**src/bba_pkg.sv**
```systemverilog
`timescale 1ns / 1ps
package bba_pkg;

    localparam int MAP_BYTES_DEF  = 128;
    localparam int ACTIVE_RESET   = 8;
    localparam int PADDR_W        = 3;
    localparam int PDATA_W        = 32;

    localparam logic REG_ACTIVE = 1'b0;

    typedef enum logic [1:0] {
        ST_OK      = 2'd0,
        ST_NOSPACE = 2'd1,
        ST_BAD     = 2'd2
    } status_t;

    typedef enum logic [1:0] {
        MODE_ONE  = 2'd0,
        MODE_PAIR = 2'd1,
        MODE_BIG  = 2'd2,
        MODE_FREE = 2'd3
    } mode_t;

    typedef struct packed {
        logic    clr;
        logic    load;
        logic    scan;
        logic    mark;
        logic    res_set;
        status_t res_code;
        logic    publish;
    } bba_cmd_t;

    typedef struct packed {
        logic clr_last;
        logic bad;
        logic is_free;
        logic hit;
        logic scan_end;
        logic mark_last;
        logic out_busy;
    } bba_stat_t;

    typedef struct packed {
        logic       found;
        logic [3:0] pos;
    } run_hit_t;

    function automatic logic [2:0] lowest_zero(input logic [7:0] b);
        logic [2:0] pos;
        pos = '0;
        for (int k = 7; k >= 0; k--)
        begin
            if (!b[k])
            begin
                pos = 3'(k);
            end
        end
        return pos;
    endfunction

    // n in 0..8
    function automatic logic [7:0] low_mask8(input logic [3:0] n);
        logic [7:0] m;
        m = '0;
        for (int k = 0; k < 8; k++)
        begin
            m[k] = (4'(k) < n);
        end
        return m;
    endfunction

    // lowest start of n free bits in a 16-bit window
    function automatic run_hit_t find_run(input logic [15:0] win, input logic [3:0] n);
        run_hit_t    r;
        logic [15:0] want;
        logic [15:0] free_bits;
        r         = '0;
        want      = {8'h00, low_mask8(n)};
        free_bits = ~win;
        for (int p = 15; p >= 0; p--)
        begin
            if ((5'(p) + 5'(n) <= 5'd16) && (((free_bits >> p) & want) == want))
            begin
                r.found = 1'b1;
                r.pos   = 4'(p);
            end
        end
        return r;
    endfunction

endpackage

```
**src/bba_ram.sv**
```systemverilog
`timescale 1ns / 1ps
module bba_ram #(
    parameter int WIDTH = 8,
    parameter int DEPTH = 128
) (
    input  logic                     clk,
    input  logic                     we,
    input  logic [$clog2(DEPTH)-1:0] waddr,
    input  logic [WIDTH-1:0]         wdata,
    input  logic [$clog2(DEPTH)-1:0] raddr,
    output logic [WIDTH-1:0]         rdata
);

    logic [WIDTH-1:0] mem [DEPTH];

    always_ff @(posedge clk)
    begin
        if (we)
        begin
            mem[waddr] <= wdata;
        end
        rdata <= mem[raddr];
    end

endmodule

```
**src/bba_ctrl.sv**
```systemverilog
`timescale 1ns / 1ps
module bba_ctrl (
    input  logic               clk,
    input  logic               rst_n,
    input  logic               in_valid,
    output logic               in_ready,
    input  bba_pkg::bba_stat_t stat,
    output bba_pkg::bba_cmd_t  cmd
);

    import bba_pkg::*;

    typedef enum logic [5:0] {
        S_CLEAR = 6'b000001,
        S_IDLE  = 6'b000010,
        S_CHECK = 6'b000100,
        S_SCAN  = 6'b001000,
        S_MARK  = 6'b010000,
        S_DONE  = 6'b100000
    } state_t;

    state_t state_reg, state_next;

    always_ff @(posedge clk or negedge rst_n)
    begin
        if (!rst_n)
        begin
            state_reg <= S_CLEAR;
        end
        else
        begin
            state_reg <= state_next;
        end
    end

    assign in_ready = (state_reg == S_IDLE);

    always_comb
    begin
        cmd          = '0;
        cmd.res_code = ST_OK;
        state_next   = state_reg;
        case (state_reg)
            S_CLEAR:
            begin
                cmd.clr = 1'b1;
                if (stat.clr_last)
                begin
                    state_next = S_IDLE;
                end
            end
            S_IDLE:
            begin
                if (in_valid)
                begin
                    cmd.load   = 1'b1;
                    state_next = S_CHECK;
                end
            end
            S_CHECK:
            begin
                if (stat.bad)
                begin
                    cmd.res_set  = 1'b1;
                    cmd.res_code = ST_BAD;
                    state_next   = S_DONE;
                end
                else
                begin
                    state_next = S_SCAN;
                end
            end
            S_SCAN:
            begin
                cmd.scan = 1'b1;
                if (stat.hit)
                begin
                    if (stat.is_free)
                    begin
                        cmd.res_set = 1'b1;
                        state_next  = S_DONE;
                    end
                    else
                    begin
                        state_next = S_MARK;
                    end
                end
                else if (stat.scan_end)
                begin
                    cmd.res_set  = 1'b1;
                    cmd.res_code = ST_NOSPACE;
                    state_next   = S_DONE;
                end
            end
            S_MARK:
            begin
                cmd.mark = 1'b1;
                if (stat.mark_last)
                begin
                    cmd.res_set = 1'b1;
                    state_next  = S_DONE;
                end
            end
            S_DONE:
            begin
                if (!stat.out_busy)
                begin
                    cmd.publish = 1'b1;
                    state_next  = S_IDLE;
                end
            end
            default:
            begin
                state_next = S_CLEAR;
            end
        endcase
    end

endmodule

```
**src/bba_datapath.sv**
```systemverilog
`timescale 1ns / 1ps
module bba_datapath #(
    parameter int MAP_BYTES = bba_pkg::MAP_BYTES_DEF
) (
    input  logic               clk,
    input  logic               rst_n,
    input  bba_pkg::bba_cmd_t  cmd,
    output bba_pkg::bba_stat_t stat,
    input  logic [7:0]         active_map_bytes,
    input  logic               kind,
    input  logic [10:0]        block_count,
    input  logic [9:0]         first_block,
    input  logic               out_ready,
    output logic               out_valid,
    output logic [9:0]         block_index,
    output logic [1:0]         status
);

    import bba_pkg::*;

    localparam int AW    = $clog2(MAP_BYTES);
    localparam int EW    = $clog2(MAP_BYTES + 1);
    localparam int BLK_W = AW + 3;
    localparam int IDX_W = (BLK_W > 10) ? BLK_W : 10;
    localparam int SUM_W = (EW + 3 > 12) ? EW + 3 : 12;

    // request
    mode_t          mode_reg;
    logic [10:0]    count_reg;
    logic [2:0]     first_lo_reg;
    logic [2:0]     last_lo_reg;
    logic [AW-1:0]  fb_reg;
    logic [AW-1:0]  lb_reg;
    logic           bad_reg;

    // scan pipeline
    logic [EW-1:0]  rd_addr_reg;
    logic [EW-1:0]  lim_reg;
    logic           data_vld_reg;
    logic [AW-1:0]  data_addr_reg;
    logic [7:0]     prev_reg;
    logic           prev_vld_reg;
    logic [EW-1:0]  run_reg;

    // marking
    logic [AW-1:0]  wr_addr_reg;
    logic [7:0]     wr_lo_reg;
    logic [7:0]     wr_hi_reg;
    logic           wr_step_reg;
    logic [10:0]    rem_reg;
    logic [IDX_W-1:0] idx_reg;

    // clearing pass
    logic [AW-1:0]  clr_addr_reg;

    // result
    status_t        res_code_reg;
    logic           out_valid_reg;
    logic [9:0]     out_index_reg;
    status_t        out_status_reg;

    // memory
    logic           ram_we;
    logic [AW-1:0]  ram_waddr;
    logic [7:0]     ram_wdata;
    logic [7:0]     rdata;

    bba_ram #(
        .WIDTH (8),
        .DEPTH (MAP_BYTES)
    ) u_map (
        .clk   (clk),
        .we    (ram_we),
        .waddr (ram_waddr),
        .wdata (ram_wdata),
        .raddr (rd_addr_reg[AW-1:0]),
        .rdata (rdata)
    );

    // request decode
    logic [EW-1:0]    eff;
    logic [SUM_W-1:0] sum;
    logic [SUM_W-1:0] last_blk;
    logic [SUM_W-1:0] first_byte_w;
    logic [SUM_W-1:0] last_byte_w;
    logic [AW-1:0]    lb_in;
    mode_t            mode_in;

    always_comb
    begin
        eff = (32'(active_map_bytes) > 32'(MAP_BYTES)) ? EW'(MAP_BYTES) : EW'(active_map_bytes);
        sum          = SUM_W'(first_block) + SUM_W'(block_count);
        last_blk     = sum - SUM_W'(1);
        first_byte_w = SUM_W'(first_block) >> 3;
        last_byte_w  = last_blk >> 3;
        lb_in        = last_byte_w[AW-1:0];
        if (kind)
        begin
            mode_in = MODE_FREE;
        end
        else if (block_count == 11'd1)
        begin
            mode_in = MODE_ONE;
        end
        else if (block_count <= 11'd8)
        begin
            mode_in = MODE_PAIR;
        end
        else
        begin
            mode_in = MODE_BIG;
        end
    end

    // scan evaluation
    logic             issue;
    logic [2:0]       zero_pos;
    logic             one_hit;
    logic [15:0]      window;
    run_hit_t         run_res;
    logic [15:0]      pair_mask;
    logic [15:0]      pair_new;
    logic             pair_hit;
    logic [AW-1:0]    pair_addr;
    logic [EW-1:0]    run_next;
    logic             big_hit;
    logic [EW-1:0]    big_start_e;
    logic [AW-1:0]    big_start;
    logic             free_last;
    logic [2:0]       fr_lo;
    logic [2:0]       fr_hi;
    logic [7:0]       fr_mask;
    logic             hit;
    logic [7:0]       big_mask;

    always_comb
    begin
        issue     = rd_addr_reg < lim_reg;
        zero_pos  = lowest_zero(rdata);
        one_hit   = data_vld_reg && (rdata != 8'hFF);
        window    = {rdata, prev_reg};
        run_res   = find_run(window, count_reg[3:0]);
        pair_mask = 16'(low_mask8(count_reg[3:0])) << run_res.pos;
        pair_new  = window | pair_mask;
        pair_hit  = data_vld_reg && prev_vld_reg && run_res.found;
        pair_addr = data_addr_reg - AW'(1);
        run_next  = (rdata == 8'h00) ? run_reg + EW'(1) : '0;
        big_hit   = data_vld_reg && (rdata == 8'h00)
                    && ((32'(run_next) << 3) >= 32'(count_reg));
        big_start_e = EW'(data_addr_reg) + EW'(1) - run_next;
        big_start   = big_start_e[AW-1:0];
        free_last = data_vld_reg && ((EW'(data_addr_reg) + EW'(1)) == lim_reg);
        fr_lo     = (data_addr_reg == fb_reg) ? first_lo_reg : 3'd0;
        fr_hi     = (data_addr_reg == lb_reg) ? last_lo_reg : 3'd7;
        for (int k = 0; k < 8; k++)
        begin
            fr_mask[k] = (3'(k) >= fr_lo) && (3'(k) <= fr_hi);
        end
        case (mode_reg)
            MODE_ONE:  hit = one_hit;
            MODE_PAIR: hit = pair_hit;
            MODE_BIG:  hit = big_hit;
            MODE_FREE: hit = free_last;
            default:   hit = 1'b0;
        endcase
        big_mask = (rem_reg >= 11'd8) ? 8'hFF : low_mask8(rem_reg[3:0]);
    end

    // memory write port
    always_comb
    begin
        ram_we    = 1'b0;
        ram_waddr = clr_addr_reg;
        ram_wdata = 8'h00;
        if (cmd.clr)
        begin
            ram_we = 1'b1;
        end
        else if (cmd.mark)
        begin
            ram_we    = 1'b1;
            ram_waddr = wr_addr_reg;
            ram_wdata = (mode_reg == MODE_BIG) ? big_mask : wr_lo_reg;
        end
        else if (cmd.scan && (mode_reg == MODE_FREE) && data_vld_reg)
        begin
            ram_we    = 1'b1;
            ram_waddr = data_addr_reg;
            ram_wdata = rdata & ~fr_mask;
        end
    end

    // status to controller
    always_comb
    begin
        stat.clr_last = (clr_addr_reg == AW'(MAP_BYTES - 1));
        stat.bad      = bad_reg;
        stat.is_free  = (mode_reg == MODE_FREE);
        stat.hit      = hit;
        stat.scan_end = !issue && !data_vld_reg;
        case (mode_reg)
            MODE_ONE:  stat.mark_last = 1'b1;
            MODE_PAIR: stat.mark_last = wr_step_reg;
            MODE_BIG:  stat.mark_last = (rem_reg <= 11'd8);
            default:   stat.mark_last = 1'b1;
        endcase
        stat.out_busy = out_valid_reg && !out_ready;
    end

    // control registers
    always_ff @(posedge clk or negedge rst_n)
    begin
        if (!rst_n)
        begin
            clr_addr_reg  <= '0;
            data_vld_reg  <= 1'b0;
            prev_vld_reg  <= 1'b0;
            out_valid_reg <= 1'b0;
        end
        else
        begin
            if (cmd.clr)
            begin
                clr_addr_reg <= clr_addr_reg + AW'(1);
            end
            if (cmd.load)
            begin
                data_vld_reg <= 1'b0;
                prev_vld_reg <= 1'b0;
            end
            else if (cmd.scan)
            begin
                data_vld_reg <= issue;
                if (data_vld_reg)
                begin
                    prev_vld_reg <= 1'b1;
                end
            end
            if (cmd.publish)
            begin
                out_valid_reg <= 1'b1;
            end
            else if (out_ready)
            begin
                out_valid_reg <= 1'b0;
            end
        end
    end

    // payload registers
    always_ff @(posedge clk)
    begin
        if (cmd.load)
        begin
            mode_reg     <= mode_in;
            count_reg    <= block_count;
            first_lo_reg <= first_block[2:0];
            last_lo_reg  <= last_blk[2:0];
            fb_reg       <= first_byte_w[AW-1:0];
            lb_reg       <= lb_in;
            bad_reg      <= (block_count == 11'd0)
                            || (kind && (sum > (SUM_W'(eff) << 3)));
            rd_addr_reg  <= kind ? EW'(first_byte_w[AW-1:0]) : '0;
            lim_reg      <= kind ? EW'(lb_in) + EW'(1) : eff;
            run_reg      <= '0;
        end
        else if (cmd.scan)
        begin
            if (issue)
            begin
                rd_addr_reg <= rd_addr_reg + EW'(1);
            end
            data_addr_reg <= rd_addr_reg[AW-1:0];
            if (data_vld_reg)
            begin
                prev_reg <= rdata;
                run_reg  <= run_next;
            end
            if (hit)
            begin
                wr_step_reg <= 1'b0;
                rem_reg     <= count_reg;
                case (mode_reg)
                    MODE_ONE:
                    begin
                        wr_addr_reg <= data_addr_reg;
                        wr_lo_reg   <= rdata | (8'h01 << zero_pos);
                        idx_reg     <= IDX_W'({data_addr_reg, zero_pos});
                    end
                    MODE_PAIR:
                    begin
                        wr_addr_reg <= pair_addr;
                        wr_lo_reg   <= pair_new[7:0];
                        wr_hi_reg   <= pair_new[15:8];
                        idx_reg     <= IDX_W'({pair_addr, 3'b000}) + IDX_W'(run_res.pos);
                    end
                    MODE_BIG:
                    begin
                        wr_addr_reg <= big_start;
                        idx_reg     <= IDX_W'({big_start, 3'b000});
                    end
                    default:
                    begin
                        idx_reg <= '0;
                    end
                endcase
            end
        end
        else if (cmd.mark)
        begin
            wr_addr_reg <= wr_addr_reg + AW'(1);
            wr_lo_reg   <= wr_hi_reg;
            wr_step_reg <= 1'b1;
            rem_reg     <= rem_reg - 11'd8;
        end
        if (cmd.res_set)
        begin
            res_code_reg <= cmd.res_code;
        end
        if (cmd.publish)
        begin
            out_status_reg <= res_code_reg;
            out_index_reg  <= ((res_code_reg == ST_OK) && (mode_reg != MODE_FREE))
                              ? idx_reg[9:0] : 10'd0;
        end
    end

    assign out_valid   = out_valid_reg;
    assign block_index = out_index_reg;
    assign status      = out_status_reg;

endmodule

```
**src/bitmap_block_allocator_top.sv**
```systemverilog
`timescale 1ns / 1ps
// First-fit block allocator over a used-block bitmap held in a byte-wide RAM.
// Request items enter on in_valid/in_ready (kind, block_count, first_block);
// one result item per request leaves on out_valid/out_ready (block_index,
// status). One request is worked on at a time; in_ready is high only when
// the sequencer is idle.
// A bad request skips the scan and the marking. For other requests the byte
// scan reads one bitmap byte per cycle, followed by the marking writes:
// one for a single block, two for 2 to 8 blocks, ceil(count/8) for larger
// runs. A free reads and rewrites each touched byte during the scan.
// in_ready rises together with out_valid.
// active_map_bytes sits on the APB port at address 0 (reset 8); write it
// only while no request is in flight.
// After reset a clearing pass writes zero to every bitmap byte, during
// which in_ready stays low; APB writes are taken throughout.
// A result waiting on a stalled receiver is held in the output register; the
// next request is accepted meanwhile and its result waits until the slot
// frees.
module bitmap_block_allocator_top #(
    parameter int MAP_BYTES = bba_pkg::MAP_BYTES_DEF
) (
    input  logic                         clk,
    input  logic                         rst_n,
    input  logic                         psel,
    input  logic                         penable,
    input  logic                         pwrite,
    input  logic [bba_pkg::PADDR_W-1:0]  paddr,
    input  logic [bba_pkg::PDATA_W-1:0]  pwdata,
    output logic [bba_pkg::PDATA_W-1:0]  prdata,
    output logic                         pready,
    input  logic                         in_valid,
    output logic                         in_ready,
    input  logic                         kind,
    input  logic [10:0]                  block_count,
    input  logic [9:0]                   first_block,
    output logic                         out_valid,
    input  logic                         out_ready,
    output logic [9:0]                   block_index,
    output logic [1:0]                   status
);

    import bba_pkg::*;

    logic [7:0] active_reg;
    logic       reg_sel;
    bba_cmd_t   cmd;
    bba_stat_t  stat;

    assign pready  = 1'b1;
    assign reg_sel = (paddr[PADDR_W-1] == REG_ACTIVE);

    always_ff @(posedge clk or negedge rst_n)
    begin
        if (!rst_n)
        begin
            active_reg <= 8'(ACTIVE_RESET);
        end
        else if (psel && penable && pwrite && pready && reg_sel)
        begin
            active_reg <= pwdata[7:0];
        end
    end

    assign prdata = reg_sel ? PDATA_W'(active_reg) : '0;

    bba_ctrl u_ctrl (
        .clk      (clk),
        .rst_n    (rst_n),
        .in_valid (in_valid),
        .in_ready (in_ready),
        .stat     (stat),
        .cmd      (cmd)
    );

    bba_datapath #(
        .MAP_BYTES (MAP_BYTES)
    ) u_dp (
        .clk              (clk),
        .rst_n            (rst_n),
        .cmd              (cmd),
        .stat             (stat),
        .active_map_bytes (active_reg),
        .kind             (kind),
        .block_count      (block_count),
        .first_block      (first_block),
        .out_ready        (out_ready),
        .out_valid        (out_valid),
        .block_index      (block_index),
        .status           (status)
    );

endmodule

```
**config.mk**
```make
export PLATFORM = sky130hd
export DESIGN_NAME = bitmap_block_allocator_top
export DESIGN_NICKNAME = d
export VERILOG_FILES = /design/src/bba_pkg.sv /design/src/bba_ram.sv /design/src/bba_ctrl.sv /design/src/bba_datapath.sv /design/src/bitmap_block_allocator_top.sv
export SDC_FILE = /design/constraint.sdc
export NUM_CORES = 2
export LEC_CHECK = 0
export BUFFER_PORTS_ARGS = -buffer_cell sky130_fd_sc_hd__clkbuf_2
export CAP_MARGIN = 10
export CORE_MARGIN = 10
export CORE_UTILIZATION = 52
export CTS_CLUSTER_DIAMETER = 60
export CTS_CLUSTER_SIZE = 28
export DETAILED_ROUTE_END_ITERATION = 7
export PLACE_DENSITY = 0.68
export SLEW_MARGIN = 0
export SYNTH_ARGS = -nofsm -noshare
export SYNTH_HDL_FRONTEND = slang
export SYNTH_HIERARCHICAL = 1
export SYNTH_SLANG_ARGS = --single-unit
```
**constraint.sdc**
```tcl
create_clock -name clk -period 8.9 [get_ports clk]
set_clock_uncertainty 0.05 [all_clocks]
set_input_delay 0.89 -clock clk [delete_from_list [all_inputs] [get_ports clk]]
set_output_delay 0.89 -clock clk [all_outputs]
set_load 0.1 [all_outputs]
```
==> results.json <==
{
  "cp-start-kind": "flip-flop",
  "drc": 0,
  "setup_viol": 0,
  "die_h_um": 334,
  "outcome": "complete, no violations",
  "core-area_um2": 98100,
  "avgViaCountPerCell": 6.34,
  "reg2reg_from": "u_ctrl/state_reg[5]$_DFFE_PN0P_",
  "slew_headroom_pct": 13.7,
  "worst_setup_path_end_kind": "flip-flop",
  "p_leak_nw": 15.5,
  "antenna_cells": 0,
  "crit_type": "reg2reg",
  "dp_cells": 4124,
  "synthArstFlopShare_pct": 2.02,
  "grt_pass1_vias": 27200,
  "tightest_slew_ps": 1290,
  "tns_ps": 0,
  "met1_length_um": 47100,
  "die_w_um": 334,
  "powerDensity_nw_per_um2": 220,
  "ys_warn_count": 6,
  "cts_sinks": 1188,
  "largest_reg_flops": 1024,
  "place_hpwl_um": 76500,
  "start_util_pct": 52.3,
  "overflow": 0,
  "syn_inst": 2910,
  "via_count": 27300,
  "routabilityCongestion": 0.922,
  "fin_crit_sh_pct": 68.1,
  "finalNetCount": 3056,
  "vdd_ir_drop_max_v": 0.000211,
  "synth_seq_cells": 1188,
  "yosysUniqueCellTypes": 95,
  "final_layout_size_suffix_gt1_share_pct": 22.7,
  "crit_chain": "nor4_4 -> nand3b_2 -> inv_1 -> buf_4 -> and2_1 -> a21oi_1 -> nor2_1 -> nor2_1 -> a21oi_1 -> nor2b_1 -> nand3_1 -> buf_4 -> nor2_1",
  "hold_viol": 0,
  "cp_top_family": "simple AND/OR/NAND/NOR gates",
  "drv_slew": 0,
  "crit_path_max_fanout": 40,
  "fmax_ghz": 0.165,
  "slowest_delay_ps": 860,
  "power_w": 0.0124,
  "grt_max_degree": 137,
  "syn-mean-instance-area_um2": 17.6,
  "cts_root_buf": "clkbuf_16",
  "wl_met2_um": 59400,
  "clk-insertion-delay-late_ps": 700,
  "row_count": 115,
  "wl_um": 118000,
  "crit_top_cell": "nor2_1",
  "fin_crit_ps": 6060,
  "clock_path_buffers": 3,
  "wl_per_cell_um": 27.5,
  "required_ps": 9170,
  "ios": 111,
  "drv_cap": 0,
  "top_layer": "met4",
  "grt_pass1_wl_um": 178000,
  "cts-resized-gates": 0,
  "die_area_um2": 112000,
  "hold_path.class": "in2async",
  "rsz0062_at_grt": "false",
  "synth_edf_count": 1148,
  "h-tree-depth": 3,
  "startpoint": "u_ctrl/state_reg[5]$_DFFE_PN0P_",
  "grtUsageTotal_pct": 21.1,
  "firstDrtPassIters": 6,
  "cts_tree": "built",
  "antenna_found_initial": 4,
  "synth_seq_area_share_pct": 69.0,
  "clk_pin_slew_worst_paths_ps": 80,
  "syn_to_final_growth_pct": 9.64,
  "dr.first_iter.drc_count": 2851,
  "synth_flop_cell": "edfxtp_1",
  "synth_area_um2": 51300,
  "dr_wl_met3_um": 8870,
  "post_cts_buffers": 0,
  "worst-path-buf-inv": 3,
  "port_buffers": 59,
  "final_cells": 4298,
  "whs_ps": 202,
  "fin_area_um2": 56300,
  "placed_area_um2": 52700,
  "cts_buffers": 90,
  "cp_slowest_cell": "a21oi_1",
  "final_antenna_net_count": 0,
  "critPathArrivalTime_ps": 6330,
  "cts_hold_buf": 0
}
cell usage after synthesis, types with 14 or more instances:
master	count	share of area (%)
nand2b_1	16	0.20
nand3_1	43	0.42
mux4_2	336	15
and2_1	22	0.27
a21o_1	19	0.28
buf_1	20	0.15
nor2b_1	20	0.24
xor2_1	37	0.63
nor3_1	41	0.40
mux2_2	18	0.39
clkbuf_1	94	0.69
nand2_1	121	0.89
inv_1	60	0.44
nand4_1	16	0.20
buf_2	35	0.34
buf_4	43	0.63
ha_1	56	1.4
a31oi_1	16	0.20
a211oi_1	14	0.20
a21oi_1	87	0.85
o21ai_0	82	0.80
dfxtp_1	16	0.62
edfxtp_1	1148	67
xnor2_1	48	0.82
o21a_1	20	0.29
dfrtp_1	22	1.1
nor2_1	233	1.7
report_power, final:
part	total, W	internal (W)	switching (W)
sequential	0.00641	0.00628	0.000126
clock	0.00453	0.00217	0.00236
combinational	0.00147	0.000468	0.00100
cell usage in the layout, fill, tap and decap left out, types with 10 or more instances in the layout:
cell,count
ha_1,56
mux2i_1,10
a211oi_1,14
dfrtp_1,22
buf_4,43
xnor2_1,48
a21oi_1,84
o21a_1,20
nor3_1,41
inv_12,17
o221ai_1,12
o211ai_1,12
nor2_1,228
a21o_1,19
a31oi_1,16
edfxtp_1,1148
nor2b_1,20
inv_1,60
mux4_2,336
nor4_1,12
clkbuf_2,59
inv_6,11
nand3_1,43
nand2_1,121
dfxtp_1,16
and2_1,21
nand2b_1,16
clkbuf_16,90
nand4_1,16
xor2_1,37
mux2_2,18
o21ai_0,82
conb_1,25
clkinv_8,22
or3_1,10
through the flow:
step / worst slack (ps) / utilization, %
CTS: 3030 / 57.3
floorplan: 2490 / -
global route: 2560 / 57.3
finish: 2840 / 57.3
detailed placement: 3080 / 53.7
global placement: 3260 / 53.7
layout make-up:
type,instances,area (µm²)
Timing Repair Buffer,110,711
Tap cell,1287,1610
Multi-Input combinational cell,1481,14800
Clock inverter,78,1240
Clock buffer,91,2260
Sequential cell,1188,35400
Fill cell,7230,41900
Inverter,63,236
logic make-up after synthesis:
| logic type | synth area share (%) |
|---|---|
| flops | 69.0 |
| simple gates | 5.50 |
| mux | 15.3 |
| compound gates | 4.82 |
| buf+inv | 2.46 |
| xor+xnor | 1.45 |
| fa+ha+maj | 1.44 |
| other cells | 0.0146 |
routing by layer:
layer  up-vias  track usage (%)
li1      11700                -
met3       177             3.04
met2      1241             35.5
met1     14200             28.9
met4         0             5.60
met5         -                0
path summary, 6_finish.rpt:
check                                             endpoint  slack, ps  cells after the start
setup / recovery           u_dp/u_map/mem[43][0]$_DFFE_PP_       2840                     13
min in group clk            u_dp/first_lo_reg[0]$_DFFE_PP_        360                      1
setup reg to reg           u_dp/u_map/mem[43][0]$_DFFE_PP_       2840                     13
hold reg to reg                   u_dp/status[0]$_DFFE_PP_        410                      0
hold / removal             u_ctrl/state_reg[3]$_DFFE_PN0P_        200                      1
max in group asynchronous        active_reg[1]$_DFFE_PN0P_       8090                      1
No activity file was read; power rests on OpenSTA's default activity.
